$ cat src/sv/pmsm_pkg.sv
package pmsm_pkg;

    localparam int STEP_W    = 5;
    localparam int CFG_IDX_W = 3;
    localparam int TWO_PI_Q  = 411775;
    localparam int DTH_MAX   = TWO_PI_Q - 1;

    localparam logic [STEP_W-1:0] LAST_STEP = STEP_W'(25);

    typedef enum logic [1:0] {
        ST_IDLE,
        ST_RUN,
        ST_DONE
    } ctrl_state_t;

    typedef enum logic [CFG_IDX_W-1:0] {
        REG_RESISTANCE,
        REG_STEP_OVER_INDUCTANCE,
        REG_TIME_STEP,
        REG_STEP_OVER_INERTIA,
        REG_MAGNET_FLUX,
        REG_POLE_PAIRS,
        REG_FRICTION,
        REG_LOAD_TORQUE
    } cfg_reg_t;

    typedef enum logic [3:0] {
        MUL_NONE,
        MUL_ID_RES,
        MUL_WE_IQ,
        MUL_IQ_RES,
        MUL_WE_FLUX,
        MUL_W_FRIC,
        MUL_WE_TS,
        MUL_ND_TSL,
        MUL_NQ_TSL,
        MUL_IQN_K,
        MUL_NW_TSJ
    } mul_sel_t;

    typedef enum logic [3:0] {
        ACC_NONE,
        ACC_WE,
        ACC_LOAD_ND,
        ACC_ADD_ND,
        ACC_LOAD_NQ,
        ACC_SUB_NQ,
        ACC_DTH,
        ACC_STORE_WB,
        ACC_IDN,
        ACC_IQN,
        ACC_TE,
        ACC_NW1,
        ACC_NW2,
        ACC_WN
    } acc_op_t;

    typedef struct packed {
        logic     capture;
        logic     load_out;
        mul_sel_t mul;
        acc_op_t  acc;
    } cmd_t;

    typedef struct packed {
        logic signed [31:0] volt_d;
        logic signed [31:0] volt_q;
    } step_in_t;

    typedef struct packed {
        logic signed [31:0] current_d;
        logic signed [31:0] current_q;
        logic signed [31:0] speed_mech;
        logic        [18:0] angle_elec;
        logic signed [31:0] torque_elec;
        logic signed [31:0] speed_elec;
    } result_t;

    // Multiplier results return through the operand, partial-product, sum and result registers after issue.
    function automatic cmd_t sched(input logic [STEP_W-1:0] step);
        cmd_t c;
        c.capture  = 1'b0;
        c.load_out = 1'b0;
        c.mul      = MUL_NONE;
        c.acc      = ACC_NONE;
        case (step)
            5'd0:
            begin
                c.acc = ACC_WE;
            end
            5'd1:
            begin
                c.mul = MUL_ID_RES;
            end
            5'd2:
            begin
                c.mul = MUL_WE_IQ;
            end
            5'd3:
            begin
                c.mul = MUL_IQ_RES;
            end
            5'd4:
            begin
                c.mul = MUL_WE_FLUX;
            end
            5'd5:
            begin
                c.mul = MUL_WE_TS;
                c.acc = ACC_LOAD_ND;
            end
            5'd6:
            begin
                c.mul = MUL_W_FRIC;
                c.acc = ACC_ADD_ND;
            end
            5'd7:
            begin
                c.mul = MUL_ND_TSL;
                c.acc = ACC_LOAD_NQ;
            end
            5'd8:
            begin
                c.acc = ACC_SUB_NQ;
            end
            5'd9:
            begin
                c.mul = MUL_NQ_TSL;
                c.acc = ACC_DTH;
            end
            5'd10:
            begin
                c.acc = ACC_STORE_WB;
            end
            5'd11:
            begin
                c.acc = ACC_IDN;
            end
            5'd13:
            begin
                c.acc = ACC_IQN;
            end
            5'd14:
            begin
                c.mul = MUL_IQN_K;
            end
            5'd18:
            begin
                c.acc = ACC_TE;
            end
            5'd19:
            begin
                c.acc = ACC_NW1;
            end
            5'd20:
            begin
                c.acc = ACC_NW2;
            end
            5'd21:
            begin
                c.mul = MUL_NW_TSJ;
            end
            5'd25:
            begin
                c.acc = ACC_WN;
            end
            default:
            begin
                c.acc = ACC_NONE;
            end
        endcase
        return c;
    endfunction

endpackage

$ cat src/sv/pmsm_ctrl.sv
module pmsm_ctrl
    import pmsm_pkg::*;
(
    input  logic clk,
    input  logic rst_n,
    input  logic step_valid,
    output logic step_stall,
    output logic result_valid,
    input  logic result_stall,
    output cmd_t cmd
);

    ctrl_state_t       state_reg, state_next;
    logic [STEP_W-1:0] step_reg, step_next;
    logic              full_reg, full_next;
    logic              load;

    assign load = (state_reg == ST_DONE) && (!full_reg || !result_stall);

    always_ff @(posedge clk or negedge rst_n)
    begin
        if (!rst_n)
        begin
            state_reg <= ST_IDLE;
            step_reg  <= '0;
            full_reg  <= 1'b0;
        end
        else
        begin
            state_reg <= state_next;
            step_reg  <= step_next;
            full_reg  <= full_next;
        end
    end

    always_comb
    begin
        state_next = state_reg;
        step_next  = step_reg;
        full_next  = load || (full_reg && result_stall);
        case (state_reg)
            ST_IDLE:
            begin
                if (step_valid)
                begin
                    state_next = ST_RUN;
                    step_next  = '0;
                end
            end
            ST_RUN:
            begin
                if (step_reg == LAST_STEP)
                begin
                    state_next = ST_DONE;
                end
                else
                begin
                    step_next = step_reg + STEP_W'(1);
                end
            end
            ST_DONE:
            begin
                if (load)
                begin
                    state_next = ST_IDLE;
                end
            end
            default:
            begin
                state_next = ST_IDLE;
            end
        endcase
    end

    always_comb
    begin
        step_stall   = 1'b1;
        result_valid = full_reg;
        cmd          = sched(step_reg);
        case (state_reg)
            ST_IDLE:
            begin
                step_stall = 1'b0;
                cmd.mul    = MUL_NONE;
                cmd.acc    = ACC_NONE;
                cmd.capture = step_valid;
            end
            ST_RUN:
            begin
                step_stall = 1'b1;
            end
            ST_DONE:
            begin
                cmd.mul      = MUL_NONE;
                cmd.acc      = ACC_NONE;
                cmd.load_out = load;
            end
            default:
            begin
                cmd.mul = MUL_NONE;
                cmd.acc = ACC_NONE;
            end
        endcase
    end

endmodule

$ cat config.mk
export PLATFORM = sky130hd
export DESIGN_NAME = pmsm_ctrl
export DESIGN_NICKNAME = d
export VERILOG_FILES = /design/src/sv/pmsm_pkg.sv /design/src/sv/pmsm_ctrl.sv
export SDC_FILE = /design/constraint.sdc
export NUM_CORES = 1
export LEC_CHECK = 0
export BUFFER_PORTS_ARGS = -buffer_cell sky130_fd_sc_hd__buf_4
export CAP_MARGIN = 20
export CELL_PAD_IN_SITES_DETAIL_PLACEMENT = 0
export CELL_PAD_IN_SITES_GLOBAL_PLACEMENT = 1
export CORE_MARGIN = 2
export CORE_UTILIZATION = 38
export DETAILED_ROUTE_END_ITERATION = 10
export GPL_TIMING_DRIVEN = 0
export HOLD_SLACK_MARGIN = 0.06
export PLACE_DENSITY_LB_ADDON = 0.08
export RECOVER_POWER = 100
export SLEW_MARGIN = 5
export SYNTH_ARGS = -nofsm -noshare
export SYNTH_HDL_FRONTEND = slang
export SYNTH_SLANG_ARGS = --single-unit
$ cat constraint.sdc
create_clock -name clk -period 2.1 [get_ports clk]
set_clock_uncertainty 0.05 [all_clocks]
set_input_delay 0.42 -clock clk [delete_from_list [all_inputs] [get_ports clk]]
set_output_delay 0.42 -clock clk [all_outputs]
set_load 0.05 [all_outputs]
==> results.py <==
metrics = {
    "placement": {
        "place.detailed.hpwl_mm": 1.350,
        "io_buffer_count": 15,
        "gp_congestion": 0.7892,
    },
    "sta": {
        "fmax_mhz": 440.0,
        "rsz0062_at_grt": "true",
        "slew_headroom_pct": 60.91,
        "fin_crit_sh_pct": 108.2,
        "hold_viol": 0,
        "fin_crit_ps": 2273,
        "fin_ws_ps": -172.9,
        "setup_viol": 8,
        "tightest_slew_ps": 588.9,
        "drv_slew": 0,
    },
    "job": {
        "cap_violations": 0,
    },
    "route": {
        "drc": 0,
        "first_pass_iters": 4,
        "final_antenna_net_count": 0,
        "avgRoutedWirePerCell_um": 14.80,
        "drt_iter0_markers": 11,
        "vias": 786,
        "viasPerCell": 5.458,
        "drt_wl_total_mm": 2.131,
    },
    "clock_network": {
        "htreeDepth": 1,
        "path_clk_slew_ps": 50,
        "cts_buffer_depth": 2,
        "cts_tree": "built",
        "clkSinkCount": 8,
        "worst_skew_pair.late_latency_ps": 260,
        "cts_root_buffer": "clkbuf_4",
        "numCtsBuffers": 3,
    },
    "yosys": {
        "yosys.area_share.simple_pct": 26.49,
        "synthArstFlopShare_pct": 100.0,
        "synth_top_family_by_area": "simple AND/OR/NAND/NOR gates",
        "syn_inst": 91,
        "synth_xor_area_share_pct": 5.942,
        "synth_compound_area_share_pct": 22.92,
        "muxShareOfSynthArea_pct": 2.886,
        "yosysWarnings": 0,
        "synth_fa_ha_area_share_pct": 6.791,
        "synth_nets": 99,
        "synth-main-ff-cell": "dfrtp_1",
        "ys_ff_latch": 8,
        "synth_edf_count": 0,
        "synth_cell_types": 35,
        "syn-cell-area_um2": 737.0,
        "avgSynthCellArea_um2": 8.098,
        "ys_seq_area_share_pct": 27.16,
    },
    "global_routing": {
        "antenna_found_initial": 0,
        "grt_use_total_pct": 22.50,
        "grt_pass1_vias": 778,
        "grt_max_degree": 11,
        "grt_pass1_wl_mm": 3.491,
        "grt_remaining_overflow": 0,
    },
    "floorplanning": {
        "dieArea_um2": 2308,
        "row_count": 15,
        "design.core.area_um2": 1783,
        "die_x_um": 48.04,
        "die_h_um": 48.04,
        "ios": 16,
        "start_util_pct": 41.33,
    },
    "setup_path": {
        "cp-end-kind": "output pin",
        "critPathLaunchType": "flip-flop",
        "critPathMaxFanout": 4,
        "arrival_ps": 1800,
        "critPathRequiredTime_ps": 1630,
        "worstSetupPathType": "reg -> out",
    },
    "final_layout": {
        "regArea_um2": 202.7,
        "n_fill_cell": 154,
        "multi_input_area_um2": 624.3,
        "antenna_cells": 0,
        "final_util_pct": 66.39,
        "nets": 129,
        "drive_gt1_share_pct": 51.26,
        "largest_register_ffs": 5,
        "syn_to_final_growth_pct": 60.61,
    },
    "status": {
        "outcome": "finished with violations",
        "violations": "negative setup slack",
    },
    "hold_path": {
        "worstHoldPathType": "in -> reg",
    },
}
[logic make-up after synthesis]
family,after synthesis
buffers and inverters,12
AO/OA/AOI/OAI,24
flip-flops,8
multiplexers,2
XOR/XNOR,5
adder cells (fa/ha/maj),4
AND/OR/NAND/NOR,36
[stage by stage]
step	area [µm²]	hold WS (ps)	setup TNS (ps)	setup slack [ps]	cells
floorplan	770.7	74.41	-81.09	-81.09	91
global placement	914.6	195.3	-153.6	-153.6	131
detailed placement	914.6	194.9	-177.2	-173.9	131
CTS	1147	336.8	-612.3	-207.6	142
global route	1184	354.5	-1278	-247.5	144
finish	1184	341.5	-686.5	-172.9	144
[routing by layer]
metal / part of all wire [%] / track usage (%) / vias to the layer above
li1: - / - / 386
met1: 46 / 29.06 / 382
met2: 50 / 35.47 / 16
met3: 2.9 / 6.792 / 2
met4: 0.61 / 8.108 / 0
met5: 0 / 0 / -
[what timing repair did]
| item | in CTS | in global routing |
|---|---|---|
| resized for setup | 32 | 7 |
| hold buffers | 1 | 0 |
| endpoints found under the setup margin | 8 | 8 |
| endpoints found under the hold margin | 8 | 0 |
| buffers inserted | 7 | 3 |
| pin swaps | 5 | 9 |
[worst max-delay path, stage by stage (launching register included)]
cell and delay (ps):
dfrtp_2 440, inv_4 70, ha_4 160, or3_4 380, a221oi_2 250, nor3_2 60, buf_6 170
[path summary, 6_finish.rpt]
check                             start      endpoint  slack, ps  cells after the start
max reg2reg                 step_reg[1]   step_reg[0]         70                      8
min in group asynchronous         rst_n   step_reg[3]        560                      2
min reg2reg                result_valid  result_valid        470                      2
max                         step_reg[0]        cmd[2]       -170                      6
min                        result_stall  result_valid        340                      3
max in group asynchronous         rst_n   step_reg[1]       1120                      2
[placed cells by master (no fill, tap or decap), types with 2 or more instances in the layout]
cell type  count
a21oi_1        3
a21oi_2        4
a22o_1         3
buf_12         2
buf_2          3
buf_4          9
buf_6         11
clkbuf_1       3
clkbuf_2       2
clkbuf_4       3
dfrtp_1        6
dfrtp_2        2
ha_4           4
inv_1          3
inv_2          2
nand2_1        5
nand2b_1       4
nand3_2        2
nand4_1        2
nor2_1         5
nor2_2         4
nor2b_1        2
nor3_2         3
o2111a_1       2
o21ai_1        3
xnor2_1        3
xor2_1         2
[synthesized netlist by cell type (all sizes together), types with 2 or more instances]
cell type	number	area, µm²
a22o	3	26.28
o22ai	2	12.51
dfrtp	8	200.2
o21ai	3	15.01
nor2	9	36.29
ha	4	50.05
inv	6	22.52
nand2	6	22.52
nor2b	3	18.77
nor3	4	25.02
xnor2	3	26.28
nand3	2	10.01
nand2b	5	31.28
a21oi	7	35.03
o2111a	2	22.52
buf	6	35.03
xor2	2	17.52
a221oi	2	17.52
nand4	2	12.51
[cell type report]
| class | instances | share of cell area (%) |
|---|---|---|
| flip-flops and latches | 8 | 17.12 |
| clock buffers | 3 | 1.903 |
| well taps | 25 | 2.643 |
| multi-input cells | 71 | 52.75 |
| plain buffers | 5 | 2.220 |
| inverters | 6 | 2.114 |
| repair buffers | 26 | 21.25 |
Power is left out: the tool's default activity adds up to more than one toggle a clock period on the data nets, which glitch-free logic cannot reach.
